File: src/hdl/acfd_pkg.sv
package acfd_pkg;

    localparam int DATA_MAX_DEF = 32;
    localparam int MIN_FRAME    = 7;
    localparam int COUNT_W      = 6;
    localparam int CMD_W        = 10;
    localparam int STATUS_W     = 3;
    localparam int RES_COUNT_W  = 6;

    localparam logic [COUNT_W-1:0] COUNT_SAT = '1;
    localparam logic [7:0] CHAR_CR = 8'h0D;
    localparam logic [7:0] CHAR_LF = 8'h0A;

    localparam logic [STATUS_W-1:0] ST_OK       = 3'd0;
    localparam logic [STATUS_W-1:0] ST_SHORT    = 3'd1;
    localparam logic [STATUS_W-1:0] ST_ENDING   = 3'd2;
    localparam logic [STATUS_W-1:0] ST_MISMATCH = 3'd3;
    localparam logic [STATUS_W-1:0] ST_OVERFLOW = 3'd4;
    localparam logic [STATUS_W-1:0] ST_DIGIT    = 3'd5;

    typedef struct packed {
        logic [7:0] rx_byte;
        logic       frame_end;
    } in_item_t;

    typedef struct packed {
        logic [STATUS_W-1:0]    status;
        logic [CMD_W-1:0]       command_code;
        logic [RES_COUNT_W-1:0] data_count;
        logic [7:0]             data_byte;
        logic                   data_valid;
        logic                   run_last;
    } out_item_t;

    // Frame verdict handed from the ingest side to the replay control.
    typedef struct packed {
        logic [STATUS_W-1:0] status;
        logic [CMD_W-1:0]    command;
    } frame_sum_t;

    // Value 0..15 of a hex digit, bit 4 set when the byte is no hex digit.
    function automatic logic [4:0] hex_value(input logic [7:0] c);
        logic [4:0] v;
        begin
            if (c >= 8'h30 && c <= 8'h39)
                v = {1'b0, c[3:0]};
            else if ((c >= 8'h61 && c <= 8'h66) || (c >= 8'h41 && c <= 8'h46))
                v = {1'b0, c[3:0] + 4'd9};
            else
                v = 5'h10;
            return v;
        end
    endfunction

endpackage

File: src/hdl/acfd_dbuf.sv
module acfd_dbuf #(
    parameter int DEPTH = acfd_pkg::DATA_MAX_DEF,
    parameter int AW    = 5
) (
    input  logic          clk,
    input  logic          wr_en,
    input  logic [AW-1:0] wr_addr,
    input  logic [7:0]    wr_data,
    input  logic          rd_en,
    input  logic [AW-1:0] rd_addr,
    output logic [7:0]    rd_data
);
    logic [7:0] mem [DEPTH];
    logic [7:0] rd_data_reg;

    always_ff @(posedge clk)
    begin
        if (wr_en)
        begin
            mem[wr_addr] <= wr_data;
        end
    end

    always_ff @(posedge clk)
    begin
        if (rd_en)
        begin
            rd_data_reg <= mem[rd_addr];
        end
    end

    assign rd_data = rd_data_reg;

endmodule

File: src/hdl/acfd_ingest.sv
module acfd_ingest #(
    parameter int DATA_MAX = acfd_pkg::DATA_MAX_DEF,
    parameter int AW       = 5,
    parameter int FW       = 6
) (
    input  logic                 clk,
    input  logic                 rst_n,
    input  logic                 take,
    input  acfd_pkg::in_item_t   item,
    output logic                 wr_en,
    output logic [AW-1:0]        wr_addr,
    output logic [7:0]           wr_data,
    output acfd_pkg::frame_sum_t verdict,
    output logic [FW-1:0]        fill
);
    import acfd_pkg::*;

    localparam logic [FW-1:0] FILL_MAX = FW'(DATA_MAX);

    logic [COUNT_W-1:0] count_reg, count_next;
    logic [7:0]         dl_reg [4];
    logic [7:0]         dl_next [4];
    logic [7:0]         sum_reg, sum_next;
    logic [CMD_W-1:0]   cmd_reg, cmd_next;
    logic               derr_reg, derr_next;
    logic [FW-1:0]      fill_reg, fill_next;
    logic               over_reg, over_next;

    logic       retire;
    logic       cmd_slot;
    logic       is_digit;
    logic [7:0] old_b;
    logic [13:0] cmd_wide;
    logic [4:0] hi, lo;

    always_comb
    begin
        old_b    = dl_reg[0];
        retire   = count_reg >= COUNT_W'(4);
        cmd_slot = count_reg < COUNT_W'(MIN_FRAME);
        is_digit = old_b >= 8'h30 && old_b <= 8'h39;
        cmd_wide = {1'b0, cmd_reg, 3'b000} + {3'b000, cmd_reg, 1'b0}
                 + {10'd0, old_b[3:0]};

        sum_next  = retire ? sum_reg + old_b : sum_reg;
        cmd_next  = (retire && cmd_slot && is_digit) ? cmd_wide[CMD_W-1:0] : cmd_reg;
        derr_next = derr_reg | (retire && cmd_slot && !is_digit);
        wr_en     = take && retire && !cmd_slot && (fill_reg < FILL_MAX);
        fill_next = (retire && !cmd_slot && (fill_reg < FILL_MAX)) ? fill_reg + 1'b1
                  : fill_reg;
        over_next = over_reg | (retire && !cmd_slot && (fill_reg == FILL_MAX));
        dl_next[0] = dl_reg[1];
        dl_next[1] = dl_reg[2];
        dl_next[2] = dl_reg[3];
        dl_next[3] = item.rx_byte;
        count_next = (count_reg == COUNT_SAT) ? count_reg : count_reg + 1'b1;

        // Judge the frame on the state as it stands after this byte.
        hi = hex_value(dl_next[0]);
        lo = hex_value(dl_next[1]);
        verdict.command = cmd_next;
        if (count_next < COUNT_W'(MIN_FRAME))
            verdict.status = ST_SHORT;
        else if (dl_next[2] != CHAR_CR || dl_next[3] != CHAR_LF)
            verdict.status = ST_ENDING;
        else if (hi[4] || lo[4])
            verdict.status = ST_DIGIT;
        else if ({hi[3:0], lo[3:0]} != sum_next)
            verdict.status = ST_MISMATCH;
        else if (derr_next)
            verdict.status = ST_DIGIT;
        else if (over_next)
            verdict.status = ST_OVERFLOW;
        else
            verdict.status = ST_OK;
    end

    assign wr_addr = fill_reg[AW-1:0];
    assign wr_data = old_b;
    assign fill    = fill_next;

    always_ff @(posedge clk or negedge rst_n)
    begin
        if (!rst_n)
        begin
            count_reg <= '0;
            for (int i = 0; i < 4; i++)
            begin
                dl_reg[i] <= '0;
            end
            sum_reg  <= '0;
            cmd_reg  <= '0;
            derr_reg <= 1'b0;
            fill_reg <= '0;
            over_reg <= 1'b0;
        end
        else if (take)
        begin
            if (item.frame_end)
            begin
                count_reg <= '0;
                for (int i = 0; i < 4; i++)
                begin
                    dl_reg[i] <= '0;
                end
                sum_reg  <= '0;
                cmd_reg  <= '0;
                derr_reg <= 1'b0;
                fill_reg <= '0;
                over_reg <= 1'b0;
            end
            else
            begin
                count_reg <= count_next;
                for (int i = 0; i < 4; i++)
                begin
                    dl_reg[i] <= dl_next[i];
                end
                sum_reg  <= sum_next;
                cmd_reg  <= cmd_next;
                derr_reg <= derr_next;
                fill_reg <= fill_next;
                over_reg <= over_next;
            end
        end
    end

endmodule

File: src/hdl/ascii_checksum_frame_decoder.sv
// A byte without the end flag is taken and gives no item.
// At a frame end, a failed or data-free frame passes through S_SINGLE and gives its one
// item once the output register is free; a frame with data reads each byte in S_READ and
// loads it in S_LOAD when the output register is free, as the data memory read is registered.
// Throughput: one input byte per cycle while no replay runs; input holds off from a
// frame end until the frame's last item is loaded into the output register.
module ascii_checksum_frame_decoder #(
    parameter int DATA_MAX = acfd_pkg::DATA_MAX_DEF
) (
    input  logic                clk,
    input  logic                rst_n,
    input  logic                in_valid,
    output logic                in_ready,
    input  acfd_pkg::in_item_t  in_data,
    output logic                out_valid,
    input  logic                out_ready,
    output acfd_pkg::out_item_t out_data
);
    import acfd_pkg::*;

    localparam int AW = (DATA_MAX > 1) ? $clog2(DATA_MAX) : 1;
    localparam int FW = $clog2(DATA_MAX + 1);

    typedef enum logic [1:0] {
        S_IN,
        S_SINGLE,
        S_READ,
        S_LOAD
    } state_t;

    state_t          state_reg, state_next;
    logic [STATUS_W-1:0] stat_reg, stat_next;
    logic [CMD_W-1:0]    cmd_reg, cmd_next;
    logic [FW-1:0]       cnt_reg, cnt_next;
    logic [FW-1:0]       idx_reg, idx_next;
    logic                out_valid_reg, out_valid_next;
    out_item_t           out_data_reg, out_data_next;

    logic          take;
    logic          wr_en;
    logic [AW-1:0] wr_addr;
    logic [7:0]    wr_data;
    logic          rd_en;
    logic [7:0]    rd_data;
    frame_sum_t    verdict;
    logic [FW-1:0] fill;
    logic          out_free;
    logic          last;
    logic [FW-1:0] idx_inc;

    // Take a byte only between frames' replays.
    assign in_ready = (state_reg == S_IN);
    assign take     = in_valid && in_ready;

    acfd_ingest #(
        .DATA_MAX (DATA_MAX),
        .AW       (AW),
        .FW       (FW)
    ) u_ingest (
        .clk     (clk),
        .rst_n   (rst_n),
        .take    (take),
        .item    (in_data),
        .wr_en   (wr_en),
        .wr_addr (wr_addr),
        .wr_data (wr_data),
        .verdict (verdict),
        .fill    (fill)
    );

    acfd_dbuf #(
        .DEPTH (DATA_MAX),
        .AW    (AW)
    ) u_dbuf (
        .clk     (clk),
        .wr_en   (wr_en),
        .wr_addr (wr_addr),
        .wr_data (wr_data),
        .rd_en   (rd_en),
        .rd_addr (idx_reg[AW-1:0]),
        .rd_data (rd_data)
    );

    assign out_free = !out_valid_reg || out_ready;
    assign idx_inc  = idx_reg + 1'b1;
    assign last     = (idx_inc == cnt_reg);

    always_comb
    begin
        state_next     = state_reg;
        stat_next      = stat_reg;
        cmd_next       = cmd_reg;
        cnt_next       = cnt_reg;
        idx_next       = idx_reg;
        out_data_next  = out_data_reg;
        out_valid_next = out_valid_reg && !out_ready;
        rd_en          = 1'b0;

        case (state_reg)
            S_IN:
            begin
                if (take && in_data.frame_end)
                begin
                    // Latch the verdict; drop the command when the frame fails.
                    stat_next = verdict.status;
                    idx_next  = '0;
                    if (verdict.status == ST_OK)
                    begin
                        cmd_next = verdict.command;
                        cnt_next = fill;
                    end
                    else
                    begin
                        cmd_next = '0;
                        cnt_next = '0;
                    end
                    if (verdict.status != ST_OK || fill == '0)
                        state_next = S_SINGLE;
                    else
                        state_next = S_READ;
                end
            end
            S_SINGLE:
            begin
                if (out_free)
                begin
                    out_valid_next              = 1'b1;
                    out_data_next.status        = stat_reg;
                    out_data_next.command_code  = cmd_reg;
                    out_data_next.data_count    = '0;
                    out_data_next.data_byte     = '0;
                    out_data_next.data_valid    = 1'b0;
                    out_data_next.run_last      = 1'b1;
                    state_next                  = S_IN;
                end
            end
            S_READ:
            begin
                // Issue the buffer read; data lands next cycle.
                rd_en      = 1'b1;
                state_next = S_LOAD;
            end
            S_LOAD:
            begin
                if (out_free)
                begin
                    out_valid_next              = 1'b1;
                    out_data_next.status        = ST_OK;
                    out_data_next.command_code  = cmd_reg;
                    out_data_next.data_count    = RES_COUNT_W'(cnt_reg);
                    out_data_next.data_byte     = rd_data;
                    out_data_next.data_valid    = 1'b1;
                    out_data_next.run_last      = last;
                    idx_next                    = idx_inc;
                    state_next                  = last ? S_IN : S_READ;
                end
            end
            default:
            begin
                state_next = S_IN;
            end
        endcase
    end

    always_ff @(posedge clk or negedge rst_n)
    begin
        if (!rst_n)
        begin
            state_reg     <= S_IN;
            stat_reg      <= ST_OK;
            cmd_reg       <= '0;
            cnt_reg       <= '0;
            idx_reg       <= '0;
            out_valid_reg <= 1'b0;
            out_data_reg  <= '0;
        end
        else
        begin
            state_reg     <= state_next;
            stat_reg      <= stat_next;
            cmd_reg       <= cmd_next;
            cnt_reg       <= cnt_next;
            idx_reg       <= idx_next;
            out_valid_reg <= out_valid_next;
            out_data_reg  <= out_data_next;
        end
    end

    assign out_valid = out_valid_reg;
    assign out_data  = out_data_reg;

endmodule

File: config.mk
export PLATFORM = sky130hd
export DESIGN_NAME = ascii_checksum_frame_decoder
export DESIGN_NICKNAME = d
export VERILOG_FILES = /design/src/hdl/acfd_pkg.sv /design/src/hdl/acfd_dbuf.sv /design/src/hdl/acfd_ingest.sv /design/src/hdl/ascii_checksum_frame_decoder.sv
export SDC_FILE = /design/constraint.sdc
export NUM_CORES = 1
export LEC_CHECK = 0
export BUFFER_PORTS_ARGS = -buffer_cell sky130_fd_sc_hd__buf_2
export CAP_MARGIN = 0
export CORE_AREA = 2 2 233 166
export DETAILED_ROUTE_END_ITERATION = 6
export DIE_AREA = 0 0 235 168
export PLACE_DENSITY_LB_ADDON = 0.05
export SETUP_SLACK_MARGIN = 0.1
export SLEW_MARGIN = 30
export SYNTH_ARGS = -nofsm -noshare
export SYNTH_HDL_FRONTEND = slang
export SYNTH_SLANG_ARGS = --single-unit
File: constraint.sdc
create_clock -name clk -period 7 [get_ports clk]
set_clock_uncertainty 0.2 [all_clocks]
set_input_delay 1.05 -clock clk [delete_from_list [all_inputs] [get_ports clk]]
set_output_delay 1.05 -clock clk [all_outputs]
set_load 0.005 [all_outputs]
* Word-level counts from Yosys, hierarchy flattened
Memories as Yosys holds them, arrays and structs flattened. A register that Yosys moved wholly into a read port is not among the register bits. Index checks and enable logic that the tools add are counted. W data, S select, Z words.
Cells by class: add/sub/neg operators 8, $lt $le $gt $ge 18, equality and inequality tests 12, multiplexer cells 40, bitwise operators 2, reductions and logical operators 40
Operator list (count):
- $mux W29 | 2
- $pmux W29 S2 | 1
- $mux W6 | 7
- $ge A8 B7 Y1 const B | 4
- $le A8 B7 Y1 const B | 4
- $mux W32 | 1
- $mux W10 | 3
- $ge A8 B6 Y1 const B | 3
- $le A8 B6 Y1 const B | 3
- $mux W5 | 4
- $logic_and A1 B1 Y1 | 19
- $add A6 B1 Y6 const B | 3
- $mux W3 | 6
- $mux W8 | 2
- $ne A8 B4 Y1 const B | 2
- $eq A6 B6 Y1 const B | 2
- $lt A6 B3 Y1 const B | 2
- $pmux W6 S2 | 1
- $add A10 B10 Y10 | 1
- $add A10 B4 Y10 | 1
- $mux W2 | 5
- $reduce_and A3 Y1 | 3
- $add A4 B4 Y4 const B | 2
- $add A8 B8 Y8 | 1
- other kinds (20) | 38
Word-level totals: register bits 121, memory bits (writable) 256, input port bits 13, output and inout port bits 31, logic and storage cells 143, memories 1
Memory list:
- u_dbuf.mem | depth 32, bits a word 8, read ports 1, clocked after memory_dff 1, wr ports 1, RTL line acfd_dbuf.sv:13 | logic [7:0] mem [DEPTH];

* Logic depth before layout (Yosys ltp)
word-level depth 16, mapped depth 13, gate-level depth less buffers 13

* Modules after synthesis
A second synthesis with hierarchy kept.
Second synthesis, totals: cells, all modules 1101, area, all modules 16943.8 um^2
Modules (own cells, without submodules):
- acfd_dbuf | instances 1, cells an instance 417, area an instance 10133.5 um^2, sequential area each 7927.6 um^2
- acfd_ingest | instances 1, cells an instance 471, area an instance 4408.0 um^2, sequential area each 1601.5 um^2
- ascii_checksum_frame_decoder | instances 1, cells an instance 213, area an instance 2402.3 um^2, sequential area each 1426.4 um^2

* Least setup slack after synthesis
OpenSTA, ideal clock, no wires.
path kind register -> register, from register u_ingest.dl_reg (netlist bit u_ingest.wr_data[3]), to register cmd_reg[1], setup time 93 ps, arrival 3411 ps, data required time 6707 ps, setup slack 3297 ps, stages on the path, launching flop included 13, path buffers 2, period minus slack after synthesis 3703 ps, path through dfrtp_1 > ha_1 > a21o_1 > a21oi_1 > a21oi_1 > o21ai_0 > nor3b_1 > xnor2_1 > or4_4 > or2_1 > buf_6 > buf_12 > o31ai_2
On the way: longest elaborated chain between the ends 12, elaborated cells on any way between the ends 18, those cells by class add/sub: 1; order compare: 2; eq/ne: 1; mux: 8; bitwise: 1; reduce/logical: 5
Ends and longest elaborated chain:
- from (decl) | RTL line acfd_ingest.sv:21 | logic [7:0] dl_reg [4];
- from (signal, indexed assignment) | RTL line acfd_ingest.sv:117 | dl_reg[i] <= dl_next[i];
- $ge A8 B6 Y1 or $le A8 B6 Y1 (tied branches) | RTL line acfd_ingest.sv:41 | is_digit = old_b >= 8'h30 && old_b <= 8'h39;
- $logic_and A1 B1 Y1 | RTL line acfd_ingest.sv:41
- $logic_not A1 Y1 | RTL line acfd_ingest.sv:47 | derr_next = derr_reg | (retire && cmd_slot && !is_digit);
- $logic_and A1 B1 Y1 | RTL line acfd_ingest.sv:47
- $or A1 B1 Y1 | RTL line acfd_ingest.sv:47
- $mux W3 | RTL line acfd_ingest.sv:70 | else if (derr_next)
- $mux W3 | RTL line acfd_ingest.sv:68 | else if ({hi[3:0], lo[3:0]} != sum_next)
- $mux W3 | RTL line acfd_ingest.sv:66 | else if (hi[4] || lo[4])
- $mux W3 | RTL line acfd_ingest.sv:64 | else if (dl_next[2] != CHAR_CR || dl_next[3] != CHAR_LF)
- $mux W3 | RTL line acfd_ingest.sv:62 | if (count_next < COUNT_W'(MIN_FRAME))
- $logic_not A3 Y1 | RTL line ascii_checksum_frame_decoder.sv:107 | if (verdict.status == ST_OK)
- $mux W10 * | RTL line ascii_checksum_frame_decoder.sv:107
- to (signal assigned) | RTL line ascii_checksum_frame_decoder.sv:181 | cmd_reg <= cmd_next;
- to (decl) | RTL line ascii_checksum_frame_decoder.sv:33 | logic [CMD_W-1:0] cmd_reg, cmd_next;
Every way passes the cells marked *; elsewhere a longest branch is shown, timed or not. A chain may end at the register's enable or synchronous reset.

* Final worst setup path
from register u_ingest.dl_reg (netlist bit u_ingest.wr_data[0]), to register stat_reg[1]
On the way: longest elaborated chain between the ends 10, elaborated cells on any way between the ends 14, those cells by class add/sub: 1; order compare: 2; eq/ne: 1; mux: 6; bitwise: 1; reduce/logical: 3
Ends and longest elaborated chain:
- $ge A8 B6 Y1 or $le A8 B6 Y1 (tied branches) | RTL line acfd_ingest.sv:41
- $logic_and A1 B1 Y1 | RTL line acfd_ingest.sv:41
- $logic_not A1 Y1 | RTL line acfd_ingest.sv:47
- $logic_and A1 B1 Y1 | RTL line acfd_ingest.sv:47
- $or A1 B1 Y1 | RTL line acfd_ingest.sv:47
- $mux W3 | RTL line acfd_ingest.sv:70
- $mux W3 * | RTL line acfd_ingest.sv:68
- $mux W3 * | RTL line acfd_ingest.sv:66
- $mux W3 * | RTL line acfd_ingest.sv:64
- $mux W3 * | RTL line acfd_ingest.sv:62
- to (signal assigned) | RTL line ascii_checksum_frame_decoder.sv:180 | stat_reg <= stat_next;
- to (decl) | RTL line ascii_checksum_frame_decoder.sv:32 | logic [STATUS_W-1:0] stat_reg, stat_next;
Marks and branches as above.

==> flow_summary.yaml <==
final_layout:
  nets: 1246
  finalNonFillerCells: 1719
  syn2layout_area_growth_pct: 12.12
  diodes: 0
  regArea_mm2: 0.01096
  layout_common_cells: "edfxtp_1, nand2_1, dfrtp_1"
  final_cell_area_mm2: 0.01902
  largest_reg_flops: 256
  fillers: 3167
  multi_input_area_mm2: 0.005698
  layout_commonest_cell: "edfxtp_1"
  drive_gt1_share_pct: 20.52
  post-route-util_pct: 50.58
synthesis:
  syn_nets: 1209
  synth-simple-area-share_pct: 9.808
  synth-compound-area-share_pct: 6.342
  async_flop_share_pct: 31.43
  ys_seq_elements: 385
  synth_top_family_by_area: "multiplexers"
  yosysSeqAreaShare_pct: 64.57
  synth_ff_type: "edfxtp_1"
  synth_edf_count: 264
  synthAdderAreaFrac_pct: 3.009
  synth_mux_area_share_pct: 12.61
  syn_area_per_cell_um2: 14.67
  ys_types: 64
  synth_cells: 1157
  yosysWarnings: 0
  synthXorXnorAreaFrac_pct: 1.652
  synthesis.area_mm2: 0.01697
sta:
  hold_slack_ns: 0.2717
  relSlewSlack_pct: 36.29
  finalHoldViolations: 0
  tightest_slew_ns: 0.9521
  setup_violations: 0
  finalCriticalPeriod_ns: 4.077
  fin_tns_setup_ns: 0
  rsz0062_at_grt: "false"
  slew_violations: 0
  max_freq_mhz: 245.3
  period_share_pct: 58.25
  timing.final.ws_setup_ns: 2.923
place:
  place.detailed.instances: 1647
  place_congestion: 0.8090
  dp_hpwl_um: 24150
  io_buffers: 43
  dp_slack_ns: 2.916
  placed_cell_area_mm2: 0.01766
clocking:
  root_buffer: "clkbuf_16"
  postCtsSetupRepairBufs: 0
  cts_sinks: 385
  cts_buffers: 40
  cts_resized: 0
  clk_pin_slew_worst_paths_ns: 0.06
  cts_tree: "yes"
  postCtsHoldBufs: 0
  clk_path_buf_depth: 3
  htree_levels: 2
  worstSkewPairLatency_ns: 0.53
detailed_routing:
  drc: 0
  drtAntennaViolNets: 0
  drt_wl_total_um: 38570
  routedWlPerCell_um: 22.44
  drt_iter0_drc: 825
  vias_per_cell: 5.638
  drtPass1Iterations: 5
  num_vias: 9691
floorplanning:
  start_util_pct: 45.11
  fp-row-count: 60
  core_area_mm2: 0.03761
  dieHeight_um: 168
  boundaryPins: 44
  die_w_um: 235
  die_area_mm2: 0.03948
run:
  cap_violations: 0
worst_setup_path:
  critical_path_class: "reg -> reg"
  slowest_stage: "or2_1"
  required_ns: 7.21
  slowest_delay_ns: 0.56
  end_kind: "flop"
  path_cells: "buf_4, ha_1, fa_1, xnor2_1, nor2_1, a21oi_1, or3b_1, and3_1, or4_4, or2_1, a221o_1"
  path_max_fanout: 36
  start_kind: "flop"
  cp.arrival_ns: 4.29
global_routing:
  grt_usage_pct: 19.96
  grt_max_degree: 65
  antenna_found_initial: 0
  grt_pass1_wl_um: 59980
  grt_pass1_vias: 9444
  grt-ovfl-total: 0
run_status:
  outcome: "completed"
power_and_ir_drop:
  power_mw: 5.666
  p_leak_nw: 6.914
  ir_drop_uv: 183.8
  power.density_mw_per_mm2: 297.8
hold_path:
  hold_path.class: "reg -> reg"
## power by group
group / switching (mW) / leakage [nW] / internal, mW / total (mW)
Combinational: 0.541 / 2.22 / 0.265 / 0.806
Sequential: 0.122 / 4.04 / 2.59 / 2.71
Clock: 0.866 / 0.651 / 1.29 / 2.15
## cell families after synthesis
family	after synthesis
AOI/OAI and AO/OA	166
muxes	110
adders and majority gates	39
and+or+nand+nor	344
DFF	385
buffers and inverters	81
xor gates and xnor gates	32
## layer usage
metal  wire [um]  global-route usage [%]  vias to the layer above
met1       20040                   33.50                     4949
li1            -                       -                     4462
met3        2491                   3.525                       43
met2       15500                   26.91                      237
met4         539                   3.742                        0
met5           0                       0                        -
## final timing paths
path | from | end | slack [ns] | depth (start not counted)
min reg2reg | out_data[7] | out_data[7] | 0.27 | 2
max | u_ingest.wr_data[0] | stat_reg[1] | 2.92 | 11
max reg2reg | u_ingest.wr_data[0] | stat_reg[1] | 2.92 | 11
max in group asynchronous | rst_n | u_ingest.sum_reg[0] | 4.82 | 2
min in group asynchronous | rst_n | out_data[7] | 0.39 | 1
min | out_data[7] | out_data[7] | 0.27 | 2
## cells in the mapped netlist (all sizes together) (4+ instances only)
library cell  count  share of area [%]
mux2i            10               0.66
nor4              4               0.24
and2              4               0.15
o21ai            54                1.6
dfrtp           121                 18
nand2           151                3.3
nand4             5               0.18
nor3             13               0.38
nor2             74                1.6
buf              11               0.46
edfxtp          264                 47
and3              9               0.33
nor4b             4               0.21
nand3            15               0.44
mux2             20                1.3
o31ai            24                1.4
a21o              6               0.27
inv              16               0.35
a22oi             5               0.22
nand3b           33                1.5
nor2b             5               0.18
clkbuf           54                1.2
a21oi            43                1.3
xnor2            20                1.0
ha               36                2.7
xor2             12               0.62
mux4             80                 11
nand2b            8               0.29
a22o              8               0.41
## area by class of cell
cell class	count	area share, %
flip-flops and latches	385	57.62
multi-input cells	691	29.95
clock buffers	59	6.235
well taps	496	3.262
repair buffers	60	1.881
clock inverters	12	0.7366
inverters	16	0.3157
## critical path, delay by kind of cell, from the launching register on
| family | cells | cell delay (ns) |
|---|---|---|
| flip-flops | 1 | 0.35 |
| buffers and inverters | 1 | 0.26 |
| AND/OR/NAND/NOR | 5 | 1.60 |
| XOR/XNOR | 1 | 0.18 |
| adder cells (fa/ha/maj) | 2 | 0.69 |
| AO/OA/AOI/OAI | 2 | 0.67 |
Note: power is estimated with default switching activity, not from simulation.
